$ cat src/hdl/ptts_pkg.sv
// Shared types and constants for the periodic task tick scheduler.
// No dependencies; imported by every module of the block.
`timescale 1ns / 1ps

package ptts_pkg;

  localparam int NUM_SLOTS_DEF = 8;
  localparam int ACT_W         = 3;
  localparam int ID_W          = 3;
  localparam int TIME_W        = 16;
  localparam int MAX_FIRES     = 8;
  localparam int FIRE_CNT_W    = $clog2(MAX_FIRES + 1);
  localparam int FIFO_DEPTH    = 16;
  localparam int FIFO_PTR_W    = $clog2(FIFO_DEPTH);
  localparam int FIFO_CNT_W    = $clog2(FIFO_DEPTH + 1);
  localparam int IN_TDATA_W    = 40;
  localparam int OUT_TDATA_W   = 8;

  // action codes
  localparam logic [ACT_W-1:0] ACT_TICK    = 3'd0;
  localparam logic [ACT_W-1:0] ACT_CREATE  = 3'd1;
  localparam logic [ACT_W-1:0] ACT_DELETE  = 3'd2;
  localparam logic [ACT_W-1:0] ACT_SUSPEND = 3'd3;
  localparam logic [ACT_W-1:0] ACT_RESUME  = 3'd4;

  // controller -> datapath
  typedef struct packed {
    logic accept;    // input transaction taken this cycle
    logic start;     // tick accepted: rewind walk
    logic issue_rd;  // read slot at walk pointer
    logic flush;     // end of walk: emit held fire as last
  } cmd_t;

  // datapath -> controller
  typedef struct packed {
    logic in_is_tick;
    logic walk_last;
  } sts_t;

  // one queued result
  typedef struct packed {
    logic [ID_W-1:0] fired_task;
    logic            last_in_tick;
  } fire_t;

endpackage

$ cat src/hdl/ptts_fifo.sv
// Result queue between the slot walk and the output channel.
// Depends on ptts_pkg.
`timescale 1ns / 1ps

module ptts_fifo
  import ptts_pkg::*;
(
  input  logic  clk,
  input  logic  rst_n,
  input  logic  push,
  input  fire_t push_data,
  output logic  pop_valid,
  input  logic  pop_ready,
  output fire_t pop_data,
  output logic  room
);

  fire_t                 mem_r [FIFO_DEPTH];
  logic [FIFO_PTR_W-1:0] wr_ptr_r, wr_ptr_nxt;
  logic [FIFO_PTR_W-1:0] rd_ptr_r, rd_ptr_nxt;
  logic [FIFO_CNT_W-1:0] cnt_r, cnt_nxt;
  logic                  pop;

  assign pop_valid = (cnt_r != '0);
  assign pop       = pop_valid && pop_ready;
  assign pop_data  = mem_r[rd_ptr_r];
  // a whole tick's worth of results must fit
  assign room      = (cnt_r <= FIFO_CNT_W'(FIFO_DEPTH - MAX_FIRES));

  always_comb begin
    wr_ptr_nxt = push ? wr_ptr_r + 1'b1 : wr_ptr_r;
    rd_ptr_nxt = pop ? rd_ptr_r + 1'b1 : rd_ptr_r;
    cnt_nxt    = cnt_r;
    if (push && !pop) begin
      cnt_nxt = cnt_r + 1'b1;
    end else if (pop && !push) begin
      cnt_nxt = cnt_r - 1'b1;
    end
  end

  always_ff @(posedge clk) begin
    if (!rst_n) begin
      wr_ptr_r <= '0;
      rd_ptr_r <= '0;
      cnt_r    <= '0;
    end else begin
      wr_ptr_r <= wr_ptr_nxt;
      rd_ptr_r <= rd_ptr_nxt;
      cnt_r    <= cnt_nxt;
    end
  end

  always_ff @(posedge clk) begin
    if (push) begin
      mem_r[wr_ptr_r] <= push_data;
    end
  end

endmodule

$ cat src/hdl/ptts_ctrl.sv
// Sequencer for the scheduler: input handshake and tick walk control.
// Depends on ptts_pkg.
`timescale 1ns / 1ps

module ptts_ctrl
  import ptts_pkg::*;
(
  input  logic clk,
  input  logic rst_n,
  input  logic in_tvalid,
  output logic in_tready,
  input  logic fifo_room,
  input  sts_t sts,
  output cmd_t cmd
);

  typedef enum logic [3:0] {
    ST_IDLE  = 4'b0001,
    ST_WALK  = 4'b0010,
    ST_DRAIN = 4'b0100,
    ST_FLUSH = 4'b1000
  } state_t;

  state_t state_r, state_nxt;

  always_comb begin
    state_nxt    = state_r;
    in_tready    = 1'b0;
    cmd          = '0;
    case (state_r)
      ST_IDLE: begin
        in_tready  = fifo_room;
        cmd.accept = in_tvalid && fifo_room;
        if (cmd.accept && sts.in_is_tick) begin
          cmd.start = 1'b1;
          state_nxt = ST_WALK;
        end
      end
      ST_WALK: begin
        cmd.issue_rd = 1'b1;
        if (sts.walk_last) begin
          state_nxt = ST_DRAIN;
        end
      end
      ST_DRAIN: begin
        state_nxt = ST_FLUSH;
      end
      ST_FLUSH: begin
        cmd.flush = 1'b1;
        state_nxt = ST_IDLE;
      end
      default: begin
        state_nxt = ST_IDLE;
      end
    endcase
  end

  always_ff @(posedge clk) begin
    if (!rst_n) begin
      state_r <= ST_IDLE;
    end else begin
      state_r <= state_nxt;
    end
  end

endmodule

$ cat src/hdl/ptts_dp.sv
// Slot table datapath: flags, period/countdown memories, walk pipeline.
// Depends on ptts_pkg.
`timescale 1ns / 1ps

module ptts_dp
  import ptts_pkg::*;
#(
  parameter int NUM_SLOTS = NUM_SLOTS_DEF
) (
  input  logic              clk,
  input  logic              rst_n,
  input  cmd_t              cmd,
  output sts_t              sts,
  input  logic [ACT_W-1:0]  action,
  input  logic [ID_W-1:0]   task_id,
  input  logic [TIME_W-1:0] period,
  input  logic [TIME_W-1:0] first_delay,
  output logic              push,
  output fire_t             push_data
);

  localparam int SLOT_W = (NUM_SLOTS > 1) ? $clog2(NUM_SLOTS) : 1;

  logic [NUM_SLOTS-1:0]  valid_r, valid_nxt;
  logic [NUM_SLOTS-1:0]  paused_r, paused_nxt;
  logic [TIME_W-1:0]     per_mem [NUM_SLOTS];
  logic [TIME_W-1:0]     cd_mem  [NUM_SLOTS];

  logic [SLOT_W-1:0]     rd_idx_r;
  logic                  s1_vld_r;
  logic [SLOT_W-1:0]     s1_idx_r;
  logic [TIME_W-1:0]     rd_per_r;
  logic [TIME_W-1:0]     rd_cd_r;
  logic [FIRE_CNT_W-1:0] fire_cnt_r;
  logic                  pend_vld_r;
  logic [ID_W-1:0]       pend_id_r;

  logic                  id_ok;
  logic [SLOT_W-1:0]     id_idx;
  logic                  cmd_we;
  logic                  create_we;
  logic                  s1_active;
  logic                  s1_due;
  logic                  fire;
  logic [TIME_W-1:0]     cd_new;
  logic [SLOT_W+2:0]     s1_idx_ext;
  logic [ID_W-1:0]       s1_id;

  assign sts.in_is_tick = (action == ACT_TICK);
  assign sts.walk_last  = (rd_idx_r == SLOT_W'(NUM_SLOTS - 1));

  assign id_ok     = (int'(task_id) < NUM_SLOTS);
  assign id_idx    = SLOT_W'(task_id);
  assign cmd_we    = cmd.accept && !sts.in_is_tick && id_ok;
  assign create_we = cmd_we && (action == ACT_CREATE);

  // slot flags
  always_comb begin
    valid_nxt  = valid_r;
    paused_nxt = paused_r;
    if (cmd_we) begin
      case (action)
        ACT_CREATE: begin
          valid_nxt[id_idx]  = 1'b1;
          paused_nxt[id_idx] = 1'b0;
        end
        ACT_DELETE:  valid_nxt[id_idx]  = 1'b0;
        ACT_SUSPEND: paused_nxt[id_idx] = 1'b1;
        ACT_RESUME:  paused_nxt[id_idx] = 1'b0;
        default: ;
      endcase
    end
  end

  // stage 1: one slot whose table entry came out of the memories
  assign s1_active  = s1_vld_r && valid_r[s1_idx_r] && !paused_r[s1_idx_r];
  assign s1_due     = (rd_cd_r == '0);
  assign cd_new     = s1_due ? rd_per_r - 1'b1 : rd_cd_r - 1'b1;
  assign fire       = s1_active && s1_due && (fire_cnt_r != FIRE_CNT_W'(MAX_FIRES));
  assign s1_idx_ext = (SLOT_W + 3)'(s1_idx_r);
  assign s1_id      = s1_idx_ext[ID_W-1:0];

  // one fire is held back until we know whether another follows
  always_comb begin
    push      = 1'b0;
    push_data = '0;
    if (pend_vld_r && (fire || cmd.flush)) begin
      push                   = 1'b1;
      push_data.fired_task   = pend_id_r;
      push_data.last_in_tick = cmd.flush;
    end
  end

  always_ff @(posedge clk) begin
    if (!rst_n) begin
      valid_r    <= '0;
      paused_r   <= '0;
      s1_vld_r   <= 1'b0;
      rd_idx_r   <= '0;
      fire_cnt_r <= '0;
      pend_vld_r <= 1'b0;
    end else begin
      valid_r  <= valid_nxt;
      paused_r <= paused_nxt;
      s1_vld_r <= cmd.issue_rd;
      if (cmd.start) begin
        rd_idx_r <= '0;
      end else if (cmd.issue_rd) begin
        rd_idx_r <= rd_idx_r + 1'b1;
      end
      if (cmd.start) begin
        fire_cnt_r <= '0;
        pend_vld_r <= 1'b0;
      end else if (fire) begin
        fire_cnt_r <= fire_cnt_r + 1'b1;
        pend_vld_r <= 1'b1;
      end else if (cmd.flush) begin
        pend_vld_r <= 1'b0;
      end
    end
  end

  always_ff @(posedge clk) begin
    s1_idx_r <= rd_idx_r;
    if (fire) begin
      pend_id_r <= s1_id;
    end
  end

  // table memories: one write, one registered read per cycle
  always_ff @(posedge clk) begin
    if (create_we) begin
      per_mem[id_idx] <= period;
    end
    if (cmd.issue_rd) begin
      rd_per_r <= per_mem[rd_idx_r];
    end
  end

  always_ff @(posedge clk) begin
    if (create_we) begin
      cd_mem[id_idx] <= first_delay;
    end else if (s1_active) begin
      cd_mem[s1_idx_r] <= cd_new;
    end
    if (cmd.issue_rd) begin
      rd_cd_r <= cd_mem[rd_idx_r];
    end
  end

endmodule

$ cat src/hdl/periodic_task_tick_scheduler.sv
// Create/delete/suspend/resume take effect at the accept edge; commands run back to back.
// A tick holds off the input while it steps through accept, one slot per cycle through the
// registered table read, a drain state, and a state to release the held last result.
// Results reach a 16-entry queue; input is taken only while at least 8 entries are free.
// Reset (rst_n low, synchronous) clears slot valid/paused bits, the queue and the sequencer;
// period/countdown memories keep no reset and are loaded by create.
`timescale 1ns / 1ps

module periodic_task_tick_scheduler
  import ptts_pkg::*;
#(
  parameter int NUM_SLOTS = NUM_SLOTS_DEF
) (
  input  logic                   clk,
  input  logic                   rst_n,
  // command channel
  input  logic                   in_tvalid,
  output logic                   in_tready,
  input  logic [IN_TDATA_W-1:0]  in_tdata,  // [2:0] task_id, [18:3] period,
                                            // [34:19] first_delay, [39:35] zero
  input  logic [ACT_W-1:0]       in_tuser,  // [2:0] action
  // fire results
  output logic                   out_tvalid,
  input  logic                   out_tready,
  output logic [OUT_TDATA_W-1:0] out_tdata, // [2:0] fired_task, [7:3] zero
  output logic                   out_tlast  // last_in_tick
);

  cmd_t  cmd;
  sts_t  sts;
  logic  fifo_room;
  logic  push;
  fire_t push_data;
  fire_t pop_data;

  // Sequencer: one-hot FSM owning in_tready and walk timing.
  ptts_ctrl u_ctrl (
    .clk       (clk),
    .rst_n     (rst_n),
    .in_tvalid (in_tvalid),
    .in_tready (in_tready),
    .fifo_room (fifo_room),
    .sts       (sts),
    .cmd       (cmd)
  );

  // Slot table and the walk pipeline. Commands are applied directly from
  // the transaction payload; ticks walk the memories one slot per cycle.
  ptts_dp #(
    .NUM_SLOTS (NUM_SLOTS)
  ) u_dp (
    .clk         (clk),
    .rst_n       (rst_n),
    .cmd         (cmd),
    .sts         (sts),
    .action      (in_tuser),
    .task_id     (in_tdata[2:0]),
    .period      (in_tdata[18:3]),
    .first_delay (in_tdata[34:19]),
    .push        (push),
    .push_data   (push_data)
  );

  // Result queue decouples the walk from output backpressure.
  ptts_fifo u_fifo (
    .clk       (clk),
    .rst_n     (rst_n),
    .push      (push),
    .push_data (push_data),
    .pop_valid (out_tvalid),
    .pop_ready (out_tready),
    .pop_data  (pop_data),
    .room      (fifo_room)
  );

  assign out_tdata = OUT_TDATA_W'(pop_data.fired_task);
  assign out_tlast = pop_data.last_in_tick;

endmodule

$ cat config.mk
export PLATFORM = sky130hd
export DESIGN_NAME = periodic_task_tick_scheduler
export DESIGN_NICKNAME = d
export VERILOG_FILES = /design/src/hdl/ptts_pkg.sv /design/src/hdl/ptts_fifo.sv /design/src/hdl/ptts_ctrl.sv /design/src/hdl/ptts_dp.sv /design/src/hdl/periodic_task_tick_scheduler.sv
export SDC_FILE = /design/constraint.sdc
export NUM_CORES = 1
export LEC_CHECK = 0
export BUFFER_PORTS_ARGS = -buffer_cell sky130_fd_sc_hd__buf_2
export CORE_MARGIN = 8
export CORE_UTILIZATION = 35
export CTS_BUF_LIST = sky130_fd_sc_hd__clkbuf_16
export DETAILED_ROUTE_END_ITERATION = 8
export HOLD_SLACK_MARGIN = 0.06
export MAX_ROUTING_LAYER = met4
export PLACE_DENSITY = 0.6
export SYNTH_ARGS = -nofsm -noshare
export SYNTH_HDL_FRONTEND = slang
export SYNTH_SLANG_ARGS = --single-unit
$ cat constraint.sdc
create_clock -name clk -period 11.2 [get_ports clk]
set_input_delay 0 -clock clk [delete_from_list [all_inputs] [get_ports clk]]
set_output_delay 0 -clock clk [all_outputs]
set_load 0.02 [all_outputs]
==> impl_metrics.py <==
metrics = {
    "final_layout": {
        "design_area_um2": 19100,
        "num-fill-cells": 4145,
        "final_util_pct": 41.04,
        "diodes": 0,
        "nets": 1092,
        "area_delta_synth_final_pct": 15.71,
        "drive_above_1_share_pct": 25.97,
    },
    "detailed_routing": {
        "dr.pass1.iters": 5,
        "post_drt_via_cell_ratio": 5.013,
        "drtAntennaViolNets": 0,
        "via_count": 8352,
        "wl_per_cell_um": 19.72,
        "drc_errors": 0,
        "initialDrtViolationCount": 464,
        "wirelength_um": 32850,
    },
    "sta": {
        "rsz0062_at_grt": "no",
        "fin_crit_sh_pct": 39.60,
        "final_hold_viol_count": 0,
        "timing.fmax_ghz": 0.2255,
        "period_minus_slack_ps": 4435,
        "drv_slew": 0,
        "relSlewSlack_pct": 21.28,
        "setup-violations-final": 0,
        "whs_ps": 60.91,
        "skew_ps": 29.70,
        "fin_setup_tns_ps": 0,
        "tightestPinTransition_ps": 1166,
    },
    "worst_setup_path": {
        "crit_path_max_incr_delay_ps": 600,
        "crit_path_start_kind": "flip-flop",
        "path_cells": "or4_4 > nor4_4 > and3_1 > a21oi_2 > nor2b_4 > ha_1 > inv_1 > ha_1 > nor2b_1 > o21a_1 > or3_1 > a21oi_1 > xnor2_1 > and2_1",
        "path_max_fanout": 18,
        "path_buf_inv": 1,
        "path_class": "flip-flop to flip-flop",
        "cp.arrival_ps": 4850,
        "cp.required_ps": 11610,
        "critPathSlowestCell": "or4_4",
        "cpMostUsedCell": "ha_1",
        "critPathCaptureType": "flip-flop",
        "cp_top_family": "simple AND/OR/NAND/NOR gates",
    },
    "grt": {
        "antenna_found_initial": 0,
        "grt_max_degree": 45,
        "grt_pass1_vias": 8813,
        "grt_overflow_total": 0,
        "grt_pass1_wl_um": 51450,
        "track_usage_pct": 12.52,
    },
    "clocking": {
        "insertion_delay_ps": 550,
        "ctsResizeCount": 0,
        "clk_pin_slew_ps": 60,
        "clock-sinks": 404,
        "cts_setup_buffers": 0,
        "clockRootBuffer": "clkbuf_16",
        "htree_levels": 2,
        "cts_buffer_depth": 3,
        "cts_tree": "built",
        "cts_buffers": 39,
    },
    "place": {
        "placed_cell_area_um2": 17490,
        "gp_congestion": 0.7881,
        "numPortBuffers": 47,
        "dpl.hpwl_um": 19920,
    },
    "hold_path": {
        "hold_path.class": "input port to flip-flop",
    },
    "floorplanning": {
        "initial_utilization_pct": 35.46,
        "die_height_um": 233.2,
        "rows": 79,
        "die_area_um2": 54380,
        "pin_count": 58,
        "die_w_um": 233.2,
        "core_um2": 46560,
    },
    "synthesis": {
        "synth_cell_type_count": 65,
        "synth_flop_cell": "edfxtp_1",
        "postSynthAreaPerCell_um2": 17.85,
        "synth_edf_count": 355,
        "ys_seq_area_share_pct": 70.51,
        "synth_seq_cells": 404,
        "async_flop_share_pct": 0,
        "synth_cells": 925,
        "synth_area_um2": 16510,
        "yosys_warnings": 0,
    },
    "pwr": {
        "p_leak_nw": 6.263,
        "p_total_mw": 3.045,
        "peakVddDrop_mv": 0.08889,
        "power_density_nw_per_um2": 159.4,
    },
    "flow_run": {
        "cap_violations": 0,
    },
    "run_status": {
        "status": "finished, final reports clean",
    },
}
-- layout make-up --
type / instances / area, um2 / share of cell area, %
Clock buffer: 39 / 975.9 / 5.108
Timing Repair Buffer: 104 / 765.7 / 4.008
Multi-Input combinational cell: 467 / 4676 / 24.47
Tap cell: 607 / 759.5 / 3.975
Inverter: 14 / 52.55 / 0.2751
Clock inverter: 31 / 227.7 / 1.192
Sequential cell: 404 / 11650 / 60.97
-- through the flow --
| stage | setup slack, ps | std cells |
|---|---|---|
| after CTS | 6771 | 1666 |
| after floorplan | 6255 | 929 |
| after detailed placement | 6804 | 1555 |
| after global routing | 6505 | 1666 |
| after global placement | 6830 | 1555 |
| final | 6765 | 1666 |
-- cells in the final DEF (no fill, tap or decap), types with 6 or more instances in the layout --
cell type,Yosys,final
buf_4,5,16
ha_1,14,14
o21a_1,14,14
nand3b_1,7,7
o21ai_0,13,11
nand2_1,39,39
xnor2_1,13,13
nor2_2,0,6
clkbuf_16,0,39
or2_2,7,7
edfxtp_1,355,355
buf_2,2,47
nand3_1,10,10
o21ai_1,11,11
o221a_2,8,8
o22ai_2,0,6
mux4_2,86,86
mux2i_1,8,8
nor2_1,38,32
xor2_1,9,9
or3_1,9,9
mux2_2,33,33
dfxtp_1,49,46
nor2b_1,6,6
a21oi_1,22,22
inv_1,14,28
nand2b_1,15,15
dlygate4sd3_1,0,41
and2_1,19,19
clkinv_1,0,9
and3_1,16,16
-- timing repair --
action | CTS | global route
endpoints found under the setup margin | 0 | 0
hold buffers | 41 | 0
endpoints found under the hold margin | 259 | 0
-- report_power, final --
group | switching (mW) | leakage, nW | internal (mW)
logic | 0.0837 | 1.87 | 0.0696
clock network | 0.544 | 0.633 | 0.685
registers | 0.0158 | 3.76 | 1.65
total | 0.644 | 6.26 | 2.40
-- final timing paths --
kind	depth (start not counted)	slack [ps]	from	to
worst max-delay path	14	6770	u_dp.rd_cd_r[11]$_DFFE_PP_	u_fifo.cnt_r[4]$_SDFFE_PN0P_
worst min register to register	2	490	flip-flop	flip-flop
worst max register to register	14	6770	u_dp.rd_cd_r[11]$_DFFE_PP_	u_fifo.cnt_r[4]$_SDFFE_PN0P_
worst min-delay path	3	60	in_tdata[33]	u_dp.cd_mem[7][14]$_DFFE_PP_
-- cell usage after synthesis, drive strengths merged, types with 5 or more instances --
library cell  count  area [um2]
a21oi            23       118.9
o221a             8       90.09
nand2b           15       93.84
xor2              9       78.83
or2               7       43.79
mux4             86        1937
inv              14       52.55
nor2b             7       51.30
or4               5       45.04
ha               14       175.2
nor2             38       142.6
and2             19       118.9
or3              11       75.07
nand2            40       157.6
and3             16       100.1
xnor2            13       113.9
o21a             14       105.1
clkbuf           25       103.9
mux2             33       371.6
nor4              5       46.29
o21ai            24       120.1
dfxtp            49       980.9
nand3b            7       52.55
o22ai             8       50.05
nand3            10       50.05
edfxtp          355       10660
mux2i             8       80.08
buf              19       118.9
-- sequential cells by signal (all words and copies together), names as in the netlist, 5 cells and up, named ones only --
name,count
u_fifo.mem_r,64
u_dp.rd_cd_r,16
u_dp.rd_per_r,16
u_fifo.cnt_r,5
u_dp.per_mem,128
u_dp.cd_mem,128
-- kinds of logic after synthesis --
group	Yosys count	share of synthesized area [%]
compound gates	103	4.403
xor+xnor	22	1.167
fa+ha+maj	15	1.182
buf+inv	58	1.667
flops	404	70.51
mux	127	14.47
other cells	1	0.02271
simple gates	195	6.585
-- worst register-to-register path: cells and delay by family (launching register included) --
kind	cells	cell delay (ps)
adder cells (fa/ha/maj)	2	650
XOR/XNOR	1	80
buffers and inverters	1	120
flip-flops	1	460
AO/OA/AOI/OAI	3	500
AND/OR/NAND/NOR	7	2500
-- routing by layer --
layer | global-route usage [%] | wire length [um] | vias to the layer above
met3 | 1.965 | 1360 | 49
met1 | 16.01 | 14590 | 4262
met4 | 3.382 | 619 | 0
met2 | 20.66 | 16280 | 163
met5 | - | 0 | -
li1 | - | - | 3878
No activity file was read; power rests on OpenSTA's default activity.
